**src/hw/rtl/aes_pkg.sv**
```systemverilog
`timescale 1ns / 1ps
package aes_pkg;
	localparam int unsigned STACK_DEPTH_DEF = 1024;
	localparam int unsigned WORD_W = 32;
	localparam int unsigned POS_W = 10;
	localparam int unsigned DEPTH_W = 11;

	typedef enum logic [2:0] {
		FN_PUSH = 3'd0, FN_POP = 3'd1, FN_RDTOP = 3'd2, FN_RDBOT = 3'd3,
		FN_ADD = 3'd4, FN_SUB = 3'd5, FN_MUL = 3'd6, FN_DIV = 3'd7
	} func_t;

	typedef enum logic [2:0] {
		ST_OK = 3'd0, ST_FULL = 3'd1, ST_EMPTY = 3'd2, ST_RANGE = 3'd3,
		ST_FEW = 3'd4, ST_DIVZERO = 3'd5
	} status_t;

	typedef struct packed {
		logic [2:0]         func;
		logic signed [31:0] push_value;
		logic [9:0]         position;
	} in_word_t;

	typedef struct packed {
		logic signed [31:0] value;
		logic [2:0]         status;
		logic [10:0]        depth;
	} out_word_t;

	typedef struct packed {
		logic [2:0]  func;
		logic [31:0] push_value;
		logic [9:0]  position;
	} cmd_t;

	typedef enum logic [2:0] {
		BS_IDLE, BS_RD1, BS_RD2, BS_EXEC, BS_DIV, BS_OUT
	} bstate_t;
endpackage

```
**src/hw/rtl/aes_front.sv**
```systemverilog
`timescale 1ns / 1ps
module aes_front (
	input  logic              clk,
	input  logic              arst_n,
	input  aes_pkg::in_word_t in_word,
	input  logic              in_valid,
	output logic              in_stall,
	output aes_pkg::cmd_t     cmd,
	output logic              cmd_valid,
	input  logic              cmd_take
);
	// two-entry queue
	aes_pkg::cmd_t ent_q [2];
	logic          rd_q, wr_q;
	logic [1:0]    cnt_q;
	logic          push, pop;

	assign in_stall  = (cnt_q == 2'd2);
	assign push      = in_valid && !in_stall;
	assign pop       = cmd_take && cmd_valid;
	assign cmd_valid = (cnt_q != 2'd0);
	assign cmd       = ent_q[rd_q];

	always_ff @(posedge clk) begin
		if (push) begin
			ent_q[wr_q].func       <= in_word.func;
			ent_q[wr_q].push_value <= in_word.push_value;
			ent_q[wr_q].position   <= in_word.position;
		end
	end

	always_ff @(posedge clk or negedge arst_n) begin
		if (!arst_n) begin
			rd_q  <= 1'b0;
			wr_q  <= 1'b0;
			cnt_q <= 2'd0;
		end else begin
			if (push)
				wr_q <= !wr_q;
			if (pop)
				rd_q <= !rd_q;
			cnt_q <= cnt_q + {1'b0, push} - {1'b0, pop};
		end
	end
endmodule

```
**config.mk**
```make
export PLATFORM = sky130hd
export DESIGN_NAME = aes_front
export DESIGN_NICKNAME = d
export VERILOG_FILES = /design/src/hw/rtl/aes_pkg.sv /design/src/hw/rtl/aes_front.sv
export SDC_FILE = /design/constraint.sdc
export NUM_CORES = 1
export LEC_CHECK = 0
export BUFFER_PORTS_ARGS = -buffer_cell sky130_fd_sc_hd__buf_2
export CAP_MARGIN = 20
export CORE_AREA = 2 2 93 95
export DETAILED_ROUTE_END_ITERATION = 7
export DIE_AREA = 0 0 95 97
export GPL_TIMING_DRIVEN = 0
export PLACE_DENSITY_LB_ADDON = 0.15
export SYNTH_ARGS = -nofsm -noshare
export SYNTH_HDL_FRONTEND = slang
export SYNTH_SLANG_ARGS = --single-unit
```
**constraint.sdc**
```tcl
create_clock -name clk -period 3.1 [get_ports clk]
set_input_delay 0.155 -clock clk [delete_from_list [all_inputs] [get_ports clk]]
set_output_delay 0.155 -clock clk [all_outputs]
set_load 0.02 [all_outputs]
```
==> results of run 1 <==
[metal layers]
layer | vias to the layer above | wire [um]
met3 | 7 | 226
met1 | 929 | 2590
met2 | 56 | 3200
met4 | 0 | 64
li1 | 922 | -
met5 | - | 0
[worst max path at each step]
stage                  start           end  slack, ns  cells past startpoint
global placement    cnt_q[1]  ent_q[0][13]      -1.06                      3
CTS                 cnt_q[1]   ent_q[0][9]       1.27                      4
floorplan           cnt_q[1]   ent_q[0][0]       0.17                      3
finish              cnt_q[1]   ent_q[0][8]       1.29                      4
global route        cnt_q[1]  ent_q[0][11]       1.13                      4
detailed placement  cnt_q[1]   ent_q[0][5]       1.29                      4
[kinds of logic after synthesis]
logic type / count (synthesis) / share of synthesized area
flops: 94 / 0.775
mux: 45 / 0.181
buf+inv: 7 / 0.0177
simple gates: 6 / 0.00969
xor+xnor: 4 / 0.00969
fa+ha+maj: 2 / 0.00692
[report_power, final]
group          switching, mW  internal (mW)  total (mW)
Clock                  0.404          0.366       0.770
Sequential            0.0781           1.74        1.82
Combinational          0.922          0.806        1.73
[cell type report]
type | count | area, um2 | area share
Buffer | 5 | 56.3 | 0.0115
Clock buffer | 9 | 124 | 0.0252
Clock inverter | 7 | 65.1 | 0.0133
Inverter | 2 | 7.51 | 0.00153
Multi-Input combinational cell | 57 | 757 | 0.154
Sequential cell | 94 | 2800 | 0.571
Tap cell | 105 | 131 | 0.0268
Timing Repair Buffer | 142 | 966 | 0.197
[metrics by stage]
stage	TNS (ns)	power [mW]	util	setup WS (ns)	cells
2_1_floorplan	0	3.08	-	0.173	158
4_1_cts	0	4.37	0.602	1.27	420
3_5_place_dp	0	3.56	0.525	1.29	360
3_3_place_gp	-47.34	3.52	0.519	-1.06	358
6_report	0	4.31	0.604	1.29	421
5_1_grt	0	4.53	0.604	1.13	421
[registers in the layout, summed over array words and instances (netlist names)]
| name | cells |
|---|---|
| cnt_q | 2 |
| rd_q | 1 |
| ent_q | 90 |
| wr_q | 1 |
[worst reg2reg max path, delay by kind of cell (launching register included)]
kind | cells | cell delay, ns
buffers and inverters | 1 | 0.27
flip-flops | 1 | 0.42
AND/OR/NAND/NOR | 3 | 0.82
[layout by cell type, fill, tap and decap left out, drive strengths merged]
cell | netlist | routed
buf | 5 | 102
edfxtp | 90 | 90
dlygate4sd3 | 0 | 45
mux2 | 45 | 45
clkbuf | 0 | 9
dfrtp | 4 | 4
clkinv | 0 | 4
xnor2 | 3 | 3
inv | 2 | 2
ha | 2 | 2
clkinvlp | 0 | 2
or2 | 1 | 1
and2 | 1 | 1
nand2b | 1 | 1
nand2 | 1 | 1
nor2 | 1 | 1
and3 | 1 | 1
xor2 | 1 | 1
bufinv | 0 | 1
==> reports/qor.csv, run 1 <==
stage,metric,value,unit
logic_synthesis,avgSynthCellArea,22.9,um2
clock_network,clk_latency,0.35,ns
die,pin_count,96,
placed_design,place_congestion,0.641,
detailed_routing,ant_nets,0,
logic_synthesis,yosysWarnings,0,
detailed_routing,routed_wl,6080,um
worst_hold_path,hold_path_depth,1,
global_route,grt-ovfl-total,0,
global_route,grt_max_degree,27,
logic_synthesis,postSynthNetCount,209,
detailed_routing,viasPerCell,4.55,
layout,fin_area,4910,um2
critical_path,required,3.15,ns
pwr,p_leak,1.98,nW
logic_synthesis,synth.most_common_cell,edfxtp_1,
detailed_routing,drt-pass1-iter-count,3,
die,die_x,95,um
status,status,"complete, no violations",
critical_path,critPathCaptureType,flip-flop,
layout,layout.nets,362,
detailed_routing,drtIter0Drc,47,
pwr,power_density,878,nW/um2
timing,post-route-min-period,1.81,ns
global_route,met2_usage,0.227,
clock_network,postCtsSetupBuffers,0,
global_route,use_met3,0.0249,
worst_hold_path,hold_path.class,input pin to flip-flop,
layout,diodes,0,
logic_synthesis,synth_edf_count,90,
timing,hold_viol_final,0,
clock_network,cts.clk_slew.worst_paths,0.08,ns
placed_design,hpwl,3870,um
die,placeableCoreArea,8130,um2
clock_network,clockBufferDepth,2,
logic_synthesis,yosys.area.top_type,edfxtp_1,
timing,max_freq,0.553,GHz
critical_path,crit_chain,nand2b_1 > nand2_1 > nor2_4 > buf_12,
timing,maxSlewHeadroom,0.556,
clock_network,cts_hold_buf,44,
layout,fillers,608,
die,std_cell_rows,33,
critical_path,slowest_delay,0.55,ns
critical_path,cp-start-kind,flip-flop,
logic_synthesis,synthTopCellsByCount,"edfxtp_1, mux2_4, mux2_2",
critical_path,worstPathMaxFanout,26,
worst_hold_path,timing.hold.worst.start,in_word[25],
critical_path,rr_endpoint,ent_q[0][8],
die,dieArea,9220,um2
die,die_height,97,um
logic_synthesis,synth_top_flop_cell,edfxtp_1,
logic_synthesis,async_flop_share,0.0426,
job,cap_violations,0,
timing,hold_slack,0.0216,ns
logic_synthesis,yosys.cell_types.count,15,
detailed_routing,drc_errors,0,
timing,fin_skew,0.00851,ns
logic_synthesis,synth_top_area_frac,0.748,
global_route,use_met1,0.171,
logic_synthesis,ys_ff_latch,94,
critical_path,r2r_start,cnt_q[1],
layout,syn2layout_area_growth,35.8,%
clock_network,cts-resized-gates,0,
clock_network,h-tree-depth,3,
logic_synthesis,synth_area_leaders,"edfxtp_1, mux2_4, dfrtp_1, mux2_2, buf_6",
clock_network,cts_made_buffers,9,
critical_path,critical_path_class,flip-flop to flip-flop,
worst_hold_path,hold_path_end,ent_q[1][25],
placed_design,placed_area,4270,um2
detailed_routing,wl_per_cell,14.4,um
critical_path,cp_top_family,simple AND/OR/NAND/NOR gates,
logic_synthesis,yosysSeqAreaShare,0.775,
placed_design,io_buffers,95,
global_route,busiest_layer,met2,
detailed_routing,vias,1914,
global_route,track_usage,0.137,
timing,period_share,0.583,
critical_path,slowest_stage,nor2_4,
layout,layout-drive-gt1-share,0.516,
critical_path,cp_num_buf_inv,1,
timing,rsz0062_at_grt,no,
critical_path,rr_worst_depth,4,
global_route,grt_antenna_before_repair,0,
clock_network,cts_tree,built,
timing,setup_viol,0,
timing,tightest_slew,0.665,ns
critical_path,critPathArrivalTime,1.86,ns
global_route,grt_pass1_wl,9340,um
logic_synthesis,synth_cells,158,
critical_path,rrSetupSlack,1.29,ns
clock_network,cts_sinks,94,
die,start_util,0.444,
global_route,first_global_vias,1995,
logic_synthesis,synth.cell_area,3610,um2
clock_network,root_buffer,clkbuf_8,
pwr,max-vdd-ir-drop,693,uV
timing,drv_slew,0,
No activity file was read; power rests on OpenSTA's default activity.
==> run 2, diff against run 1 <==
==> constraint.sdc (replaced) <==
create_clock -name clk -period 1.6 [get_ports clk]
set_input_delay 0.08 -clock clk [delete_from_list [all_inputs] [get_ports clk]]
set_output_delay 0.08 -clock clk [all_outputs]
set_load 0.02 [all_outputs]
==> reports/qor.csv, run 2 (same netlist as run 1, synthesis figures left out) <==
stage,metric,value,unit
critical_path,critPathCaptureType,flip-flop,
layout,diodes,0,
timing,hold_viol_final,0,
global_route,first_global_vias,2045,
timing,maxSlewHeadroom,0.568,
critical_path,slowest_delay,0.42,ns
timing,fin_skew,0.0102,ns
layout,syn2layout_area_growth,45.7,%
critical_path,cp-start-kind,flip-flop,
detailed_routing,drtIter0Drc,28,
global_route,track_usage,0.135,
die,start_util,0.444,
placed_design,hpwl,3850,um
worst_hold_path,hold_path.class,input pin to asynchronous set/reset pin,
critical_path,cp_top_family,flip-flops,
global_route,grt_pass1_wl,9430,um
clock_network,cts_made_buffers,9,
timing,period_share,1.01,
detailed_routing,drc_errors,0,
die,placeableCoreArea,8130,um2
timing,max_freq,0.622,GHz
status,status,finished with violations,
critical_path,slowest_stage,dfrtp_1,
global_route,grt-ovfl-total,0,
critical_path,path_common_cell,ha_4,
pwr,p_leak,2.12,nW
critical_path,crit_chain,or2_4 > and2_4 > ha_4 > inv_2 > ha_4 > xnor2_2 > xnor2_1,
timing,finalWorstSetupSlack,-0.00883,ns
clock_network,h-tree-depth,3,
clock_network,clk_latency,0.34,ns
placed_design,io_buffers,95,
timing,rsz0062_at_grt,yes,
status,violations,setup timing,
die,dieArea,9220,um2
clock_network,clockBufferDepth,2,
critical_path,cp_num_buf_inv,1,
die,die_height,97,um
detailed_routing,drt-pass1-iter-count,4,
detailed_routing,routed_wl,6220,um
pwr,power_density,1760,nW/um2
die,die_x,95,um
critical_path,rr_worst_depth,7,
detailed_routing,vias,1947,
detailed_routing,viasPerCell,4.53,
layout,reg.largest.list,"ent_q (90), cnt_q (2)",
layout,final_cell_mix,"edfxtp_1, buf_2, dlygate4sd3_1",
timing,setup_viol,2,
clock_network,cts.clk_slew.worst_paths,0.09,ns
clock_network,cts_tree,built,
timing,drv_slew,0,
layout,fin_area,5270,um2
critical_path,path_depth,7,
layout,layout-drive-gt1-share,0.548,
critical_path,worstPathMaxFanout,3,
timing,hold_slack,0.0750,ns
pwr,max-vdd-ir-drop,1700,uV
clock_network,cts_sinks,94,
clock_network,root_buffer,clkbuf_8,
placed_design,placed_area,4260,um2
critical_path,required,1.82,ns
placed_design,place_congestion,0.651,
timing,post-route-min-period,1.61,ns
layout,mostFrequentLayoutCell,edfxtp_1,
pwr,p_total,9.26,mW
die,std_cell_rows,33,
layout,fillers,594,
layout,top_register,ent_q,
detailed_routing,wl_per_cell,14.5,um
detailed_routing,ant_nets,0,
die,pin_count,96,
critical_path,critPathArrivalTime,1.83,ns
layout,layout.nets,371,
timing,tightest_slew,0.649,ns
layout,largest_reg_flops,90,
global_route,grt_antenna_before_repair,0,
job,cap_violations,0,
global_route,grt_max_degree,46,
critical_path,critical_path_class,flip-flop to flip-flop,
-- run 2: stage by stage --
step / util / TNS (ns) / setup slack [ns] / instances
after floorplan: - / -4.22 / -0.0932 / 158
after global placement: 0.521 / -39.21 / -0.546 / 358
after detailed placement: 0.523 / -18.43 / -0.313 / 359
after CTS: 0.613 / -1.05 / -0.0381 / 425
after global routing: 0.647 / -2.74 / -0.0720 / 430
final: 0.647 / -0.0103 / -0.00883 / 430
-- run 2: worst paths after layout --
| path | startpoint | to | slack, ns |
|---|---|---|---|
| worst max-delay path | cnt_q[1] | cnt_q[1] | -0.009 |
| max in group asynchronous | arst_n | cnt_q[1] | 1.39 |
| min in group clk | in_valid | wr_q | 0.09 |
| worst min register to register | wr_q | wr_q | 0.56 |
| worst max register to register | cnt_q[1] | cnt_q[1] | -0.009 |
| worst min-delay path | arst_n | wr_q | 0.08 |
-- run 2: layout make-up --
| cell class | count | area (um2) | share of cell area |
|---|---|---|---|
| Buffer | 5 | 100 | 0.0190 |
| Clock buffer | 10 | 128 | 0.0242 |
| Tap cell | 105 | 131 | 0.0249 |
| Inverter | 2 | 7.51 | 0.00143 |
| Clock inverter | 6 | 62.6 | 0.0119 |
| Timing Repair Buffer | 151 | 1240 | 0.235 |
| Sequential cell | 94 | 2800 | 0.532 |
| Multi-Input combinational cell | 57 | 798 | 0.152 |
-- run 2: repair_timing --
item                       4_1_cts  5_1_grt
hold endpoints to repair        94        0
gates cloned                     0        2
pin swaps                        7        6
buffers inserted                 4        3
setup endpoints to repair      113       85
resized for setup                6       63
hold buffers                    46        0
-- run 2: where the power goes --
group | total (mW) | switching [mW] | leakage (nW) | internal, mW
Sequential | 3.52 | 0.155 | 0.882 | 3.37
Combinational | 4.26 | 1.97 | 1.15 | 2.29
Clock | 1.47 | 0.757 | 0.0899 | 0.718
-- run 2: worst register-to-register path: stages (launching register included) --
cell     delay, ns
dfrtp_1       0.42
or2_4         0.24
and2_4        0.15
ha_4          0.25
inv_2         0.04
ha_4          0.15
xnor2_2       0.13
xnor2_1       0.13
-- run 2: routing by layer --
layer	share of wire	vias to the layer above	global-route usage
met1	0.39	937	0.148
li1	-	938	-
met5	0	-	0
met2	0.55	62	0.247
met4	0.010	0	0.0569
met3	0.047	10	0.0296
==> run 3, diff against run 2 <==
==> constraint.sdc (replaced) <==
create_clock -name clk -period 1.4 [get_ports clk]
set_input_delay 0.07 -clock clk [delete_from_list [all_inputs] [get_ports clk]]
set_output_delay 0.07 -clock clk [all_outputs]
set_load 0.02 [all_outputs]
==> reports/qor.csv, run 3 (same netlist as run 1, synthesis figures left out) <==
stage,metric,value,unit
layout,fin_util,0.684,
timing,fin_skew,0.00601,ns
pwr,combPwrFrac,0.492,
layout,fillers,554,
detailed_routing,drtIter0Drc,53,
status,status,finished with violations,
timing,finalWorstSetupSlack,-0.229,ns
critical_path,cp_top_family,flip-flops,
critical_path,critPathArrivalTime,1.87,ns
timing,period_share,1.16,
critical_path,required,1.64,ns
critical_path,path_depth,7,
layout,mostFrequentLayoutCell,edfxtp_1,
placed_design,placed_area,4260,um2
global_route,grt-ovfl-total,0,
detailed_routing,top_layer,met4,
detailed_routing,drc_errors,0,
clock_network,root_buffer,clkbuf_8,
pwr,power.internal,7.78,mW
pwr,p_sw,3.57,mW
detailed_routing,route.met3.wl,255,um
die,die_height,97,um
clock_network,h-tree-depth,3,
die,dieArea,9220,um2
status,violations,setup timing,
critical_path,crit_chain,or2_4 > and2_4 > ha_4 > inv_2 > ha_4 > xnor2_2 > xnor2_1,
worst_hold_path,hold_path.class,input pin to asynchronous set/reset pin,
pwr,power_density,2040,nW/um2
clock_network,cts_sinks,94,
layout,reg.largest.list,"ent_q (90), cnt_q (2)",
timing,rsz0062_at_grt,yes,
critical_path,cp-start-kind,flip-flop,
placed_design,hpwl,3590,um
die,pin_count,96,
detailed_routing,vias,2047,
layout,fin_area,5560,um2
layout,top_register,ent_q,
clock_network,cts.clk_slew.worst_paths,0.08,ns
detailed_routing,viasPerCell,4.61,
layout,layout.nets,386,
clock_network,clockBufferDepth,2,
critical_path,slowest_stage,dfrtp_2,
global_route,grt_pass1_wl,9860,um
timing,max_freq,0.614,GHz
timing,tightest_slew,0.357,ns
job,cap_violations,0,
detailed_routing,drt-pass1-iter-count,4,
pwr,seq_power_share,0.358,
die,die_x,95,um
pwr,clkPwrFrac,0.149,
critical_path,slowest_delay,0.44,ns
global_route,grt_max_degree,46,
detailed_routing,wl_met2,3670,um
layout,syn2layout_area_growth,53.9,%
critical_path,cp_num_buf_inv,1,
critical_path,worstPathMaxFanout,3,
global_route,first_global_vias,2092,
die,placeableCoreArea,8130,um2
detailed_routing,routed_wl,7080,um
placed_design,place_congestion,0.638,
clock_network,clk_latency,0.35,ns
detailed_routing,wl_per_cell,16.0,um
clock_network,cts_tree,built,
die,std_cell_rows,33,
pwr,p_leak,2.26,nW
critical_path,critical_path_class,flip-flop to flip-flop,
layout,largest_reg_flops,90,
global_route,grt_antenna_before_repair,0,
critical_path,rr_worst_depth,7,
die,start_util,0.444,
pwr,swShare,0.314,
timing,setup-tns-final,-10.63,ns
placed_design,io_buffers,95,
critical_path,path_common_cell,ha_4,
timing,post-route-min-period,1.63,ns
layout,diodes,0,
timing,hold_viol_final,0,
layout,layout-drive-gt1-share,0.581,
critical_path,critPathCaptureType,flip-flop,
clock_network,cts_made_buffers,9,
global_route,track_usage,0.144,
detailed_routing,met1Wirelength,3070,um
timing,maxSlewHeadroom,0.762,
pwr,p_total,11.4,mW
pwr,max-vdd-ir-drop,1400,uV
timing,setup_viol,126,
timing,drv_slew,0,
layout,final_cell_mix,"edfxtp_1, buf_2, dlygate4sd3_1",
detailed_routing,ant_nets,0,
## run 3: cell types whose count changed in the layout (fill, tap and decap cells not counted), moves of 6 or more
cell,change
mux2_2,-6
buf_2,-6
mux2_4,+6
buf_6,+14
## run 3: worst paths after layout
| path | from | to | slack [ns] |
|---|---|---|---|
| max | cnt_q[1] | cnt_q[1] | -0.23 |
| min in group clk | cmd_take | cnt_q[1] | 0.17 |
| max reg2reg | cnt_q[1] | cnt_q[1] | -0.23 |
| min | arst_n | cnt_q[0] | 0.04 |
| max in group asynchronous | arst_n | wr_q | 1.23 |
| min reg2reg | wr_q | wr_q | 0.64 |
## run 3: area by class of cell
class,count,area [um2],share of cell area
Buffer,5,100,0.0180
Clock buffer,9,124,0.0223
Clock inverter,6,63.8,0.0115
Inverter,2,7.51,0.00135
Multi-Input combinational cell,60,876,0.157
Sequential cell,94,2810,0.504
Tap cell,105,131,0.0236
Timing Repair Buffer,163,1450,0.261
## run 3: power by group through the flow
| stage | Combinational (mW) | Clock, mW | Sequential (mW) |
|---|---|---|---|
| floorplan | 2.77 | 0 | 4.05 |
| global placement | 3.71 | 0 | 4.08 |
| detailed placement | 3.76 | 0 | 4.10 |
| CTS | 4.58 | 1.75 | 4.05 |
| global route | 5.92 | 1.85 | 4.13 |
| finish | 5.59 | 1.70 | 4.07 |
## run 3: routing by layer
metal / vias up / global-route usage
li1: 979 / -
met1: 995 / 0.168
met2: 62 / 0.252
met3: 11 / 0.0312
met4: 0 / 0.0602
met5: - / 0
## run 3: timing repair
item	in CTS	in global routing
pin swaps	2	5
hold buffers	46	0
setup endpoints to repair	137	137
gates resized for setup	54	50
gates cloned	1	7
endpoints found under the hold margin	94	0
setup buffers	6	10
## run 3: stage by stage
step           setup slack, ns  hold WS [ns]  instances
6_report                -0.229        0.0372        444
3_3_place_gp            -0.743        -0.118        358
2_1_floorplan           -0.293        -0.226        158
4_1_cts                 -0.222        0.0253        427
5_1_grt                 -0.277        0.0494        444
3_5_place_dp            -0.527        -0.118        359
